$ cat src/hw/rtl/bmp8hc_pkg.sv
`default_nettype none
// ----------------------------------------------------------------------------
// bmp8hc_pkg
// Shared types and constants of the 8 bpp bitmap header check and row unpad
// block: phase codes, status codes, command beat and header layout.
// ----------------------------------------------------------------------------
package bmp8hc_pkg;

  // header layout
  localparam int HDR_BYTES    = 34;
  localparam int HDR_IDX_W    = $clog2(HDR_BYTES);
  localparam int HDR_TOTAL    = 54;
  localparam int HDR_END      = 53;
  localparam int FILE_HDR     = 14;
  localparam int DIB_MIN      = 40;
  localparam logic [7:0]  MAGIC_B   = 8'h42;
  localparam logic [7:0]  MAGIC_M   = 8'h4D;
  localparam logic [15:0] PLANES_ONE = 16'd1;
  localparam logic [15:0] BPP_EIGHT  = 16'd8;

  // beats in the header phase on which the size check is prepared
  localparam int STEP_PREP  = 34;
  localparam int STEP_LO    = 35;
  localparam int STEP_HI    = 36;
  localparam int STEP_SUM   = 37;
  localparam int STEP_TOTAL = 38;

  // command queue
  localparam int CMDQ_DEPTH = 4;
  localparam int CMDQ_PTR_W = $clog2(CMDQ_DEPTH);
  localparam int CMDQ_CNT_W = $clog2(CMDQ_DEPTH + 1);

  typedef enum logic [1:0] {
    PH_HEADER,
    PH_SKIP,
    PH_PIXELS,
    PH_DONE
  } phase_t;

  typedef enum logic [1:0] {
    ST_OK         = 2'd0,
    ST_FORMAT     = 2'd1,
    ST_NOT8       = 2'd2,
    ST_COMPRESSED = 2'd3
  } status_t;

  typedef enum logic {
    KIND_STATUS = 1'b0,
    KIND_PIXEL  = 1'b1
  } result_kind_t;

  typedef enum logic {
    CMD_STATUS = 1'b0,
    CMD_DATA   = 1'b1
  } cmd_kind_t;

  typedef struct packed {
    cmd_kind_t   kind;
    status_t     status;
    logic [7:0]  data;
    logic [30:0] width;
    logic [31:0] height;
    logic [31:0] offset;
    logic [31:0] row_len;
    logic [31:0] rows;
  } cmd_t;

endpackage
`default_nettype wire

$ cat src/hw/rtl/bmp8_header_check_and_row_unpad.sv
`default_nettype none
// ----------------------------------------------------------------------------
// bmp8_header_check_and_row_unpad
// Parses an 8 bpp uncompressed bitmap streamed one byte per beat: checks
// the header, reports one status beat, then emits unpadded pixel bytes.
// ----------------------------------------------------------------------------
// a byte's command is written to the queue on the edge that takes it; the
//   result register is loaded when the back pops that command
// throughput: one byte per cycle while the 4-entry command queue has room;
//   the back drains one command per cycle while no out beat waits unpopped
// reset: synchronous active low; clears position, phase, queue, row counters
//   and the file length; captured header bytes are not reset
module bmp8_header_check_and_row_unpad
  import bmp8hc_pkg::*;
#(
  parameter int LENGTH_BITS = 32
) (
  input  wire logic          clk,
  input  wire logic          rst_n,
  input  wire logic          cfg_wr_en,
  input  wire logic [31:0]   cfg_file_length,
  input  wire logic          in_push,
  input  wire logic [7:0]    in_data_byte,
  output logic               in_full,
  input  wire logic          out_pop,
  output logic               out_empty,
  output logic               out_kind,
  output logic [1:0]         out_status,
  output logic [7:0]         out_pixel,
  output logic [30:0]        out_image_width,
  output logic signed [31:0] out_image_height,
  output logic [31:0]        out_pixel_data_offset,
  output logic               out_last_pixel
);

  cmd_t push_cmd;
  cmd_t pop_cmd;
  logic push;
  logic pop;
  logic q_empty;
  logic accept;

  assign accept = in_push && !in_full;

  bmp8hc_front #(
    .LENGTH_BITS(LENGTH_BITS)
  ) u_front (
    .clk             (clk),
    .rst_n           (rst_n),
    .cfg_wr_en       (cfg_wr_en),
    .cfg_file_length (cfg_file_length),
    .accept          (accept),
    .data_byte       (in_data_byte),
    .cmd             (push_cmd),
    .cmd_push        (push)
  );

  bmp8hc_cmd_fifo u_fifo (
    .clk      (clk),
    .rst_n    (rst_n),
    .push     (push),
    .push_cmd (push_cmd),
    .full     (in_full),
    .pop      (pop),
    .pop_cmd  (pop_cmd),
    .empty    (q_empty)
  );

  bmp8hc_back u_back (
    .clk                   (clk),
    .rst_n                 (rst_n),
    .cmd_avail             (!q_empty),
    .cmd                   (pop_cmd),
    .cmd_pop               (pop),
    .out_pop               (out_pop),
    .out_empty             (out_empty),
    .out_kind              (out_kind),
    .out_status            (out_status),
    .out_pixel             (out_pixel),
    .out_image_width       (out_image_width),
    .out_image_height      (out_image_height),
    .out_pixel_data_offset (out_pixel_data_offset),
    .out_last_pixel        (out_last_pixel)
  );

endmodule
`default_nettype wire

$ cat src/hw/rtl/bmp8hc_front.sv
`default_nettype none
// ----------------------------------------------------------------------------
// bmp8hc_front
// Byte position, header capture and header check. Classifies each accepted
// byte and, where one is due, hands a status or pixel-data command to the queue.
// ----------------------------------------------------------------------------
module bmp8hc_front
  import bmp8hc_pkg::*;
#(
  parameter int LENGTH_BITS = 32
) (
  input  wire logic        clk,
  input  wire logic        rst_n,
  input  wire logic        cfg_wr_en,
  input  wire logic [31:0] cfg_file_length,
  input  wire logic        accept,
  input  wire logic [7:0]  data_byte,
  output cmd_t             cmd,
  output logic             cmd_push
);

  localparam logic [LENGTH_BITS-1:0] POS_MAX   = '1;
  localparam logic [LENGTH_BITS-1:0] POS_END   = LENGTH_BITS'(HDR_END);
  localparam logic [LENGTH_BITS-1:0] POS_HBYTES = LENGTH_BITS'(HDR_BYTES);
  localparam logic [LENGTH_BITS-1:0] LEN_MIN   = LENGTH_BITS'(HDR_TOTAL);

  logic [LENGTH_BITS-1:0] flen_r;
  logic [LENGTH_BITS-1:0] pos_r;
  phase_t                 phase_r, phase_nxt;
  logic [7:0]             hdr_r [HDR_BYTES];

  logic [31:0] row_r;
  logic [31:0] habs_r;
  logic [32:0] dibsum_r;
  logic        pre_fmt_r;
  logic        bpp_bad_r;
  logic        cmp_bad_r;
  logic        off_lt_r;
  logic [47:0] prod_lo_r;
  logic [47:0] prod_hi_r;
  logic [63:0] prod_r;
  logic [63:0] total_r;

  logic [31:0] f_off, f_dib, f_w, f_h, f_cmp;
  logic [15:0] f_planes, f_bpp;
  logic        hdr_phase_beat;
  logic        short_hit;
  logic        fmt_bad;
  status_t     hdr_status;

  assign f_off    = {hdr_r[13], hdr_r[12], hdr_r[11], hdr_r[10]};
  assign f_dib    = {hdr_r[17], hdr_r[16], hdr_r[15], hdr_r[14]};
  assign f_w      = {hdr_r[21], hdr_r[20], hdr_r[19], hdr_r[18]};
  assign f_h      = {hdr_r[25], hdr_r[24], hdr_r[23], hdr_r[22]};
  assign f_planes = {hdr_r[27], hdr_r[26]};
  assign f_bpp    = {hdr_r[29], hdr_r[28]};
  assign f_cmp    = {hdr_r[33], hdr_r[32], hdr_r[31], hdr_r[30]};

  assign hdr_phase_beat = accept && (phase_r == PH_HEADER);

  always_ff @(posedge clk) begin
    if (!rst_n) begin
      flen_r  <= '0;
      pos_r   <= '0;
      phase_r <= PH_HEADER;
    end else begin
      if (cfg_wr_en) begin
        flen_r <= cfg_file_length[LENGTH_BITS-1:0];
      end
      if (accept && pos_r != POS_MAX) begin
        pos_r <= pos_r + 1'b1;
      end
      phase_r <= phase_nxt;
    end
  end

  always_ff @(posedge clk) begin
    if (hdr_phase_beat && pos_r < POS_HBYTES) begin
      hdr_r[pos_r[HDR_IDX_W-1:0]] <= data_byte;
    end
  end

  // size check prepared over the beats that follow the captured header
  always_ff @(posedge clk) begin
    if (hdr_phase_beat) begin
      if (pos_r == LENGTH_BITS'(STEP_PREP)) begin
        row_r     <= ({1'b0, f_w[30:0]} + 32'd3) & ~32'd3;
        habs_r    <= f_h[31] ? (~f_h + 32'd1) : f_h;
        dibsum_r  <= 33'(f_dib) + 33'(FILE_HDR);
        pre_fmt_r <= (hdr_r[0] != MAGIC_B) || (hdr_r[1] != MAGIC_M)
                     || (f_dib < 32'(DIB_MIN)) || (f_w == '0) || f_w[31]
                     || (f_h == '0) || (f_planes != PLANES_ONE);
        bpp_bad_r <= f_bpp != BPP_EIGHT;
        cmp_bad_r <= f_cmp != '0;
      end
      if (pos_r == LENGTH_BITS'(STEP_LO)) begin
        off_lt_r  <= 33'(f_off) < dibsum_r;
        prod_lo_r <= 48'(row_r) * 48'(habs_r[15:0]);
      end
      if (pos_r == LENGTH_BITS'(STEP_HI)) begin
        prod_hi_r <= 48'(row_r) * 48'(habs_r[31:16]);
      end
      if (pos_r == LENGTH_BITS'(STEP_SUM)) begin
        prod_r <= 64'(prod_lo_r) + {prod_hi_r, 16'd0};
      end
      if (pos_r == LENGTH_BITS'(STEP_TOTAL)) begin
        total_r <= prod_r + 64'(f_off);
      end
    end
  end

  assign short_hit = ({1'b0, pos_r} + 1'b1) >= {1'b0, flen_r};
  assign fmt_bad   = pre_fmt_r || off_lt_r || (33'(flen_r) < dibsum_r)
                     || (f_off > 32'(flen_r));

  always_comb begin
    if (fmt_bad) begin
      hdr_status = ST_FORMAT;
    end else if (bpp_bad_r) begin
      hdr_status = ST_NOT8;
    end else if (cmp_bad_r) begin
      hdr_status = ST_COMPRESSED;
    end else if (total_r > 64'(flen_r)) begin
      hdr_status = ST_FORMAT;
    end else begin
      hdr_status = ST_OK;
    end
  end

  always_comb begin
    phase_nxt      = phase_r;
    cmd_push       = 1'b0;
    cmd            = '0;
    cmd.kind       = CMD_DATA;
    cmd.status     = ST_OK;
    cmd.data       = data_byte;
    if (accept) begin
      case (phase_r)
        PH_HEADER: begin
          if (flen_r < LEN_MIN) begin
            if (short_hit) begin
              cmd_push   = 1'b1;
              cmd.kind   = CMD_STATUS;
              cmd.status = ST_FORMAT;
              phase_nxt  = PH_DONE;
            end
          end else if (pos_r == POS_END) begin
            cmd_push   = 1'b1;
            cmd.kind   = CMD_STATUS;
            cmd.status = hdr_status;
            if (hdr_status == ST_OK) begin
              cmd.width   = f_w[30:0];
              cmd.height  = f_h;
              cmd.offset  = f_off;
              cmd.row_len = row_r;
              cmd.rows    = habs_r;
              phase_nxt   = PH_SKIP;
            end else begin
              phase_nxt = PH_DONE;
            end
          end
        end
        PH_SKIP: begin
          if (32'(pos_r) >= f_off) begin
            cmd_push  = 1'b1;
            phase_nxt = PH_PIXELS;
          end
        end
        PH_PIXELS: begin
          cmd_push = 1'b1;
        end
        default: begin
          cmd_push = 1'b0;
        end
      endcase
    end
  end

endmodule
`default_nettype wire

$ cat src/hw/rtl/bmp8hc_cmd_fifo.sv
`default_nettype none
// ----------------------------------------------------------------------------
// bmp8hc_cmd_fifo
// Short register queue of command beats between the front and back parts.
// ----------------------------------------------------------------------------
module bmp8hc_cmd_fifo
  import bmp8hc_pkg::*;
(
  input  wire logic clk,
  input  wire logic rst_n,
  input  wire logic push,
  input  cmd_t      push_cmd,
  output logic      full,
  input  wire logic pop,
  output cmd_t      pop_cmd,
  output logic      empty
);

  cmd_t                  mem_r [CMDQ_DEPTH];
  logic [CMDQ_PTR_W-1:0] wr_ptr_r;
  logic [CMDQ_PTR_W-1:0] rd_ptr_r;
  logic [CMDQ_CNT_W-1:0] count_r;
  logic                  do_push;
  logic                  do_pop;

  assign full    = count_r == CMDQ_CNT_W'(CMDQ_DEPTH);
  assign empty   = count_r == '0;
  assign do_push = push && !full;
  assign do_pop  = pop && !empty;
  assign pop_cmd = mem_r[rd_ptr_r];

  always_ff @(posedge clk) begin
    if (!rst_n) begin
      wr_ptr_r <= '0;
      rd_ptr_r <= '0;
      count_r  <= '0;
    end else begin
      if (do_push) begin
        wr_ptr_r <= wr_ptr_r + 1'b1;
      end
      if (do_pop) begin
        rd_ptr_r <= rd_ptr_r + 1'b1;
      end
      if (do_push && !do_pop) begin
        count_r <= count_r + 1'b1;
      end else if (do_pop && !do_push) begin
        count_r <= count_r - 1'b1;
      end
    end
  end

  always_ff @(posedge clk) begin
    if (do_push) begin
      mem_r[wr_ptr_r] <= push_cmd;
    end
  end

endmodule
`default_nettype wire

$ cat src/hw/rtl/bmp8hc_back.sv
`default_nettype none
// ----------------------------------------------------------------------------
// bmp8hc_back
// Row unpadder and result register. Turns status and data commands into
// result beats, dropping the padding bytes at the end of each row.
// ----------------------------------------------------------------------------
module bmp8hc_back
  import bmp8hc_pkg::*;
(
  input  wire logic         clk,
  input  wire logic         rst_n,
  input  wire logic         cmd_avail,
  input  cmd_t              cmd,
  output logic              cmd_pop,
  input  wire logic         out_pop,
  output logic              out_empty,
  output logic              out_kind,
  output logic [1:0]        out_status,
  output logic [7:0]        out_pixel,
  output logic [30:0]       out_image_width,
  output logic signed [31:0] out_image_height,
  output logic [31:0]       out_pixel_data_offset,
  output logic              out_last_pixel
);

  logic        valid_r;
  logic        active_r;
  logic [30:0] w_r;
  logic [31:0] prl_r;
  logic [31:0] rows_r;
  logic [31:0] col_r;

  result_kind_t kind_r;
  status_t      status_r;
  logic [7:0]   pixel_r;
  logic [30:0]  width_r;
  logic [31:0]  height_r;
  logic [31:0]  offset_r;
  logic         last_r;

  logic        slot_free;
  logic        is_data;
  logic        emit_pix;
  logic        emit;
  logic [31:0] col_inc;
  logic [31:0] rows_dec;
  logic        row_end;

  assign slot_free = !valid_r || out_pop;
  assign cmd_pop   = cmd_avail && slot_free;
  assign is_data   = cmd_pop && (cmd.kind == CMD_DATA) && active_r;
  assign emit_pix  = is_data && (col_r < 32'(w_r));
  assign emit      = emit_pix || (cmd_pop && cmd.kind == CMD_STATUS);
  assign col_inc   = col_r + 32'd1;
  assign row_end   = col_inc >= prl_r;
  assign rows_dec  = (rows_r != '0) ? rows_r - 32'd1 : rows_r;

  always_ff @(posedge clk) begin
    if (!rst_n) begin
      valid_r  <= 1'b0;
      active_r <= 1'b0;
      col_r    <= '0;
      rows_r   <= '0;
    end else begin
      if (emit) begin
        valid_r <= 1'b1;
      end else if (out_pop) begin
        valid_r <= 1'b0;
      end
      if (cmd_pop && cmd.kind == CMD_STATUS && cmd.status == ST_OK) begin
        active_r <= 1'b1;
        col_r    <= '0;
        rows_r   <= cmd.rows;
      end else if (is_data) begin
        if (row_end) begin
          col_r  <= '0;
          rows_r <= rows_dec;
          if (rows_dec == '0) begin
            active_r <= 1'b0;
          end
        end else begin
          col_r <= col_inc;
        end
      end
    end
  end

  // image geometry, only meaningful while active
  always_ff @(posedge clk) begin
    if (cmd_pop && cmd.kind == CMD_STATUS) begin
      w_r   <= cmd.width;
      prl_r <= cmd.row_len;
    end
  end

  always_ff @(posedge clk) begin
    if (emit) begin
      if (emit_pix) begin
        kind_r   <= KIND_PIXEL;
        status_r <= ST_OK;
        pixel_r  <= cmd.data;
        width_r  <= '0;
        height_r <= '0;
        offset_r <= '0;
        last_r   <= (rows_r == 32'd1) && (col_r == 32'(w_r) - 32'd1);
      end else begin
        kind_r   <= KIND_STATUS;
        status_r <= cmd.status;
        pixel_r  <= '0;
        width_r  <= cmd.width;
        height_r <= cmd.height;
        offset_r <= cmd.offset;
        last_r   <= 1'b0;
      end
    end
  end

  assign out_empty             = !valid_r;
  assign out_kind              = kind_r;
  assign out_status            = status_r;
  assign out_pixel             = pixel_r;
  assign out_image_width       = width_r;
  assign out_image_height      = height_r;
  assign out_pixel_data_offset = offset_r;
  assign out_last_pixel        = last_r;

endmodule
`default_nettype wire

$ cat config.mk
export PLATFORM = sky130hd
export DESIGN_NAME = bmp8_header_check_and_row_unpad
export DESIGN_NICKNAME = d
export VERILOG_FILES = /design/src/hw/rtl/bmp8hc_pkg.sv /design/src/hw/rtl/bmp8_header_check_and_row_unpad.sv /design/src/hw/rtl/bmp8hc_front.sv /design/src/hw/rtl/bmp8hc_cmd_fifo.sv /design/src/hw/rtl/bmp8hc_back.sv
export SDC_FILE = /design/constraint.sdc
export NUM_CORES = 2
export LEC_CHECK = 0
export BUFFER_PORTS_ARGS = -buffer_cell sky130_fd_sc_hd__buf_2
export CORE_UTILIZATION = 35
export CTS_CLUSTER_DIAMETER = 120
export DETAILED_ROUTE_END_ITERATION = 10
export PLACE_DENSITY = 0.5
export SLEW_MARGIN = 10
export SYNTH_ARGS = -nofsm -noshare
export SYNTH_HDL_FRONTEND = slang
export SYNTH_SLANG_ARGS = --single-unit
$ cat constraint.sdc
create_clock -name clk -period 9.15 [get_ports clk]
set_input_delay 0.4575 -clock clk [delete_from_list [all_inputs] [get_ports clk]]
set_output_delay 0.4575 -clock clk [all_outputs]
set_load 0.005 [all_outputs]
# Word-level counts from Yosys, hierarchy flattened
# Memories as Yosys holds them, arrays and structs flattened. A register that Yosys moved wholly into a read port is not among the register bits.
# Cells that the tools add are included.
[word_totals]
reg_bits = 628
mem_bits_rw = 952
in_bits = 45
out_inout_bits = 109
word_cells = 184
memories = 2
[classes]
add_sub_neg = 14
n_mul = 2
magnitude_cmp = 11
n_eq_ne = 19
n_mux = 47
bitwise_logic = 3
reduce_logical = 55
[mem_list]
columns = ["memory", "depth", "word_bits", "read_ports", "rd_clocked_by_memory_dff", "write_ports", "line_no", "source"]
rows = [
  ["u_fifo.mem_r", 4, 170, 1, 1, 1, "bmp8hc_cmd_fifo.sv:19", "cmd_t mem_r [CMDQ_DEPTH];"],
  ["u_front.hdr_r", 34, 8, 26, 0, 1, "bmp8hc_front.sv:30", "logic [7:0] hdr_r [HDR_BYTES];"],
]
[op_table]
columns = ["op", "n"]
rows = [
  ["two-way mux 159 bit", 5],
  ["== test 32 x 6 -> 1 bit, second input constant", 6],
  ["two-way mux 32 bit", 5],
  ["adder 32 x 1 -> 32 bit, second input constant", 3],
  ["zero test 32 bit", 3],
  ["less-than comparator 32 x 6 -> 1 bit, second input constant", 3],
  ["multiplier 30 x 16 -> 46 bit", 2],
  ["less-than comparator 32 x 33 -> 1 bit", 2],
  ["adder 48 x 64 -> 64 bit", 1],
  ["adder 64 x 32 -> 64 bit", 1],
  [">= comparator 32 bit", 2],
  ["greater-than comparator 64 x 32 -> 1 bit", 1],
  ["nonzero test 32 bit", 2],
  ["adder 32 x 1 -> 33 bit, second input constant", 1],
  ["adder 32 x 4 -> 33 bit, second input constant", 1],
  [">= comparator 33 x 32 -> 1 bit", 1],
  ["adder 31 x 2 -> 32 bit, second input constant", 1],
  ["== test 32 x 1 -> 1 bit, second input constant", 1],
  ["== test 32 bit", 1],
  ["greater-than comparator 32 bit", 1],
  ["less-than comparator 32 x 31 -> 1 bit", 1],
  ["!= test 32 bit, second input constant", 1],
  ["NOT 32 bit", 1],
  ["subtractor 31 x 1 -> 32 bit, second input constant", 1],
  ["other kinds (30)", 104],
]

# Depth between registers and ports, before layout
[logic_depth]
depth_word = 11
depth_mapped = 26

# By module
# Synthesis repeated with hierarchy kept, for this count alone.
[hier_totals]
cells_unflattened = 8207
area_unflattened_um2 = 98381.9
[modules_own_cells]
columns = ["module", "n_inst", "cells_each", "area_each_um2", "seq_area_each_um2"]
rows = [
  ["bmp8hc_front", 1, 6042, 60673.2, 17086.4],
  ["bmp8hc_cmd_fifo", 1, 936, 24976.5, 20599.8],
  ["bmp8hc_back", 1, 1227, 12714.7, 6426.2],
  ["bmp8_header_check_and_row_unpad", 1, 2, 17.5, 0.0],
]

# Least setup slack after synthesis
# No wires, ideal clock.
[synth_timing]
path_type = "reg-to-reg"
start = "reg u_front.pos_r[8]"
end = "mem u_fifo.mem_r[0][0] (netlist name), enable pin"
arrival_ps = 7830
path_slack_ps = 771
path_stages_with_launch = 20
n_path_buf = 2
path_cell_list = "dfxtp_1 -> clkbuf_1 -> and3_1 -> nand4_1 -> nor3_1 -> nand3_1 -> nor3_1 -> nand3_1 -> nor2_1 -> xor2_1 -> ha_1 -> o21a_1 -> o21ai_0 -> or4_1 -> nand4b_1 -> nor2_1 -> a31oi_1 -> o311a_1 -> buf_2 -> and2_1"
[synth_via]
elab_chain_len = 9
[synth_rtl]
columns = ["element", "line_no", "source"]
rows = [
  ["start: declaration", "bmp8hc_front.sv:28", "logic [LENGTH_BITS-1:0] pos_r;"],
  ["start signal: assignment", "bmp8hc_front.sv:71", "pos_r <= pos_r + 1'b1;"],
  ["adder 32 x 1 -> 33 bit", "bmp8hc_front.sv:112", "assign short_hit = ({1'b0, pos_r} + 1'b1) >= {1'b0, flen_r};"],
  [">= comparator 33 x 32 -> 1 bit", "bmp8hc_front.sv:112", ""],
  ["two-way mux 1 bit", "bmp8hc_front.sv:141", "if (short_hit) begin"],
  ["two-way mux 1 bit", "bmp8hc_front.sv:140", "if (flen_r < LEN_MIN) begin"],
  ["case mux 1 bit (3 select lines) *", "bmp8hc_front.sv:138", "case (phase_r)"],
  ["two-way mux 1 bit *", "bmp8hc_front.sv:137", "if (accept) begin"],
  ["logical AND 1 bit *", "bmp8hc_cmd_fifo.sv:28", "assign do_push = push && !full;"],
  ["net u_fifo.do_push", "bmp8hc_cmd_fifo.sv:23", "logic do_push;"],
  ["two-way mux 1 bit *", "bmp8hc_cmd_fifo.sv:53", "if (do_push) begin"],
  ["two-way mux 1 bit (not written as such) *", "bmp8hc_cmd_fifo.sv:54", "mem_r[wr_ptr_r] <= push_cmd;"],
  ["end: declaration", "bmp8hc_cmd_fifo.sv:19", ""],
]
# Mark *: on every way through the listed nets, which the timed path passes. The rest lies on a longest branch.

# Final worst setup path
[layout_timing]
start = "reg u_front.habs_r[20]"
end = "reg u_front.prod_hi_r[43], data pin"
[layout_via]
elab_chain_len = 1
[layout_rtl]
columns = ["element", "line_no", "source"]
rows = [
  ["start: declaration", "bmp8hc_front.sv:33", "logic [31:0] habs_r;"],
  ["start signal: assignment", "bmp8hc_front.sv:88", "habs_r <= f_h[31] ? (~f_h + 32'd1) : f_h;"],
  ["multiplier 30 x 16 -> 46 bit", "bmp8hc_front.sv:101", "prod_hi_r <= 48'(row_r) * 48'(habs_r[31:16]);"],
  ["end signal: assignment", "bmp8hc_front.sv:101", ""],
  ["end: declaration", "bmp8hc_front.sv:40", "logic [47:0] prod_hi_r;"],
]
# No other way between the ends.
# A chain may end at the register's enable or synchronous reset.

==> impl_metrics.tcl <==
set metrics [dict create \
    status "finished clean" \
    vias 63756 \
    dieArea_mm2 0.279 \
    p_sw_mw 4.61 \
    end_kind "register" \
    grt_max_degree 127 \
    cts_tree "yes" \
    min_path_type "input pin to register" \
    synth.largest_area_cell "edfxtp_1" \
    cp_max_fo 23 \
    firstDrtPassIters 6 \
    pwr-share-seq_pct 46.3 \
    wl_per_cell_um 23.1 \
    syn_to_final_growth_pct 11.7 \
    crit_path_frequent_cell "fa_1" \
    hold_buffers 32 \
    critPathKind "register to register" \
    netlist_area_mm2 0.0969 \
    grt_usage_pct 20.5 \
    synth_nets 9713 \
    ys_types 88 \
    leakage_nw 43.9 \
    cp_data_required_time_ns 9.84 \
    layout_commonest_cell "edfxtp_1" \
    yosys-top-cells-area "edfxtp_1, fa_1, ha_1, inv_1, mux4_2" \
    htreeDepth 4 \
    dieWidth_um 528 \
    coreArea_mm2 0.274 \
    cts_made_buffers 176 \
    dp_hpwl_mm 212 \
    die_y_um 528 \
    skew_ns 0.0843 \
    fin_crit_sh_pct 88.4 \
    fin_ws_ns 1.06 \
    start_kind "register" \
    grt_pass1_vias 65201 \
    maxSlewViolCount 0 \
    stdcell_count 12313 \
    finalSetupViolCount 0 \
    cp_slowest_cell "inv_1" \
    yosysWarnings 0 \
    pre_cts_ws_ns 1.16 \
    async_flop_share_pct 0 \
    cpPeakStageDelay_ns 0.74 \
    syn_area_per_cell_um2 11.6 \
    gr-total-overflow 0 \
    crit_path_cell_trace "inv_1 -> nor2_1 -> fa_1 -> inv_1 -> fa_1 -> fa_1 -> inv_1 -> fa_1 -> fa_1 -> inv_1 -> fa_1 -> inv_1 -> ha_1 -> nand2_1 -> o21ai_0 -> a211oi_2 -> o31ai_2 -> a2111oi_0 -> buf_4 -> o31ai_1 -> a21boi_1 -> buf_4 -> or4b_1 -> nand4_1" \
    synthCells 8321 \
    most-common-layout-cells "edfxtp_1, inv_1, nand2_1, fa_1, nor2_1" \
    synth_ff_type "edfxtp_1" \
    ctsResizeCount 0 \
    nNetsFinal 9881 \
    cts_setup_buffers 0 \
    internal_power_mw 13.1 \
    grt_pass1_wl_mm 427 \
    drtIter0Drc 5345 \
    clock_latency_ns 0.85 \
    relSlewSlack_pct 11.1 \
    max-vdd-ir-drop_mv 0.141 \
    vias_per_cell 5.18 \
    place_congestion 0.926 \
    swShare_pct 26.0 \
    io_pins 154 \
    p_comb_share_pct 14.7 \
    fill_cells 26368 \
    wl_mm 285 \
    finalCriticalPeriod_ns 8.09 \
    power_density_mw_per_mm2 164 \
    tns_ns 0 \
    clock-sinks 1506 \
    fmax_mhz 124 \
    start_util_pct 35.3 \
    drc_errors 0 \
    synth_edf_count 1365 \
    whs_ns 0.120 \
    portBuffers 153 \
    synth_top_area_share_pct 42.3 \
    clk_pin_slew_worst_paths_ns 0.07 \
    critPathArrivalTime_ns 8.78 \
    worst_pin_slew_ns 1.33 \
    antenna_found_initial 10 \
    p_clk_share_pct 38.9 \
    cts-root-buf "clkbuf_16" \
    seq_area_frac_synth_pct 45.2 \
    dp_cells 11965 \
    final_antenna_net_count 0 \
    clock_path_buffers 4 \
    cap_violations 0 \
    fp-row-count 192 \
    grt_setup_unrepaired "false" \
    ys_ff_latch 1506 \
    hold_viol 0 \
    final_layout_size_suffix_gt1_share_pct 9.36 \
]
## final timing paths
kind	end	cells past startpoint	start	slack (ns)
setup / recovery	u_front.prod_hi_r[43]	24	u_front.habs_r[20]	1.06
hold / removal	u_back.valid_r	3	out_pop	0.12
setup reg to reg	u_front.prod_hi_r[43]	24	u_front.habs_r[20]	1.06
hold reg to reg	u_front.prod_r[14]	0	u_front.prod_lo_r[14]	0.38
## layout make-up
class                   instances  area [um2]  area share [%]
diodes                          4        10.0         0.00925
clock buffers                 221        4760            4.39
clock inverters                91         857           0.792
inverters                    1213        4550            4.21
multi-input cells            5243       47200            43.6
flip-flops and latches       1506       43800            40.5
well taps                    3686        4610            4.26
repair buffers                349        2400            2.22
## metal layers
metal  track usage (%)  up-vias  part of all wire, %  routed length (um)
met2              32.6     1920                   46              131000
met4              5.45        0                  2.7                7830
met3              2.93      360                  6.0               17200
li1                  -    28595                    -                   -
met5                 0        -                    0                   0
met1              29.2    32881                   45              128000
## cells by family after synthesis
family / after synthesis / synth area share, %
simple gates: 2422 / 11.5
buf+inv: 1572 / 6.09
flops: 1506 / 45.2
fa+ha+maj: 1347 / 23.5
compound gates: 841 / 5.55
xor+xnor: 422 / 3.81
mux: 211 / 4.35
## synth_stat cells, drive strengths merged, types with 57 or more instances
master	n
xnor2	287
fa	783
edfxtp	1365
inv	1204
nand4	108
clkbuf	325
a21oi	259
o21ai	165
xor2	135
nand3	141
mux4	168
nor3	241
ha	564
a21o	164
dfxtp	141
nand2	800
nor4	87
and3	57
nor2	678
and2	134
## stage by stage
step	total power, mW	util [%]	instance area, um2
after floorplan	10.1	-	96900
after detailed placement	11.0	37.3	102000
after global routing	18.5	39.5	108000
final	17.7	39.5	108000
after CTS	18.0	39.5	108000
after global placement	11.0	37.3	102000
## power groups by stage
stage / Clock, mW / Sequential, mW / Combinational [mW]
after detailed placement: 0 / 8.37 / 2.66
final: 6.91 / 8.22 / 2.62
after global placement: 0 / 8.36 / 2.65
after global routing: 7.32 / 8.27 / 2.88
after CTS: 7.07 / 8.23 / 2.68
after floorplan: 0 / 8.34 / 1.74
## sequential cells by signal, indices dropped and copies added (netlist names), 3 cells and up, named ones only
| name | count |
|---|---|
| u_front.habs_r | 32 |
| u_back.w_r | 31 |
| u_fifo.mem_r | 672 |
| u_front.total_r | 64 |
| u_front.prod_hi_r | 46 |
| u_front.prod_r | 62 |
| u_back.prl_r | 30 |
| u_front.flen_r | 32 |
| u_back.out_image_height | 32 |
| u_front.dibsum_r | 33 |
| u_back.out_image_width | 31 |
| u_back.rows_r | 32 |
| u_front.hdr_r | 208 |
| u_back.out_pixel | 8 |
| u_fifo.count_r | 3 |
| u_front.pos_r | 32 |
| u_back.col_r | 32 |
| u_front.prod_lo_r | 46 |
| u_front.row_r | 30 |
| u_back.out_pixel_data_offset | 32 |
## critical path: cells and delay by family, from the launching register on
kind | cells | cell delay [ns]
adder cells (fa/ha/maj) | 7 | 3.50
buffers and inverters | 7 | 1.32
AND/OR/NAND/NOR | 4 | 0.78
AO/OA/AOI/OAI | 6 | 1.78
flip-flops | 1 | 0.54
Power figures use the tool's default switching activity.
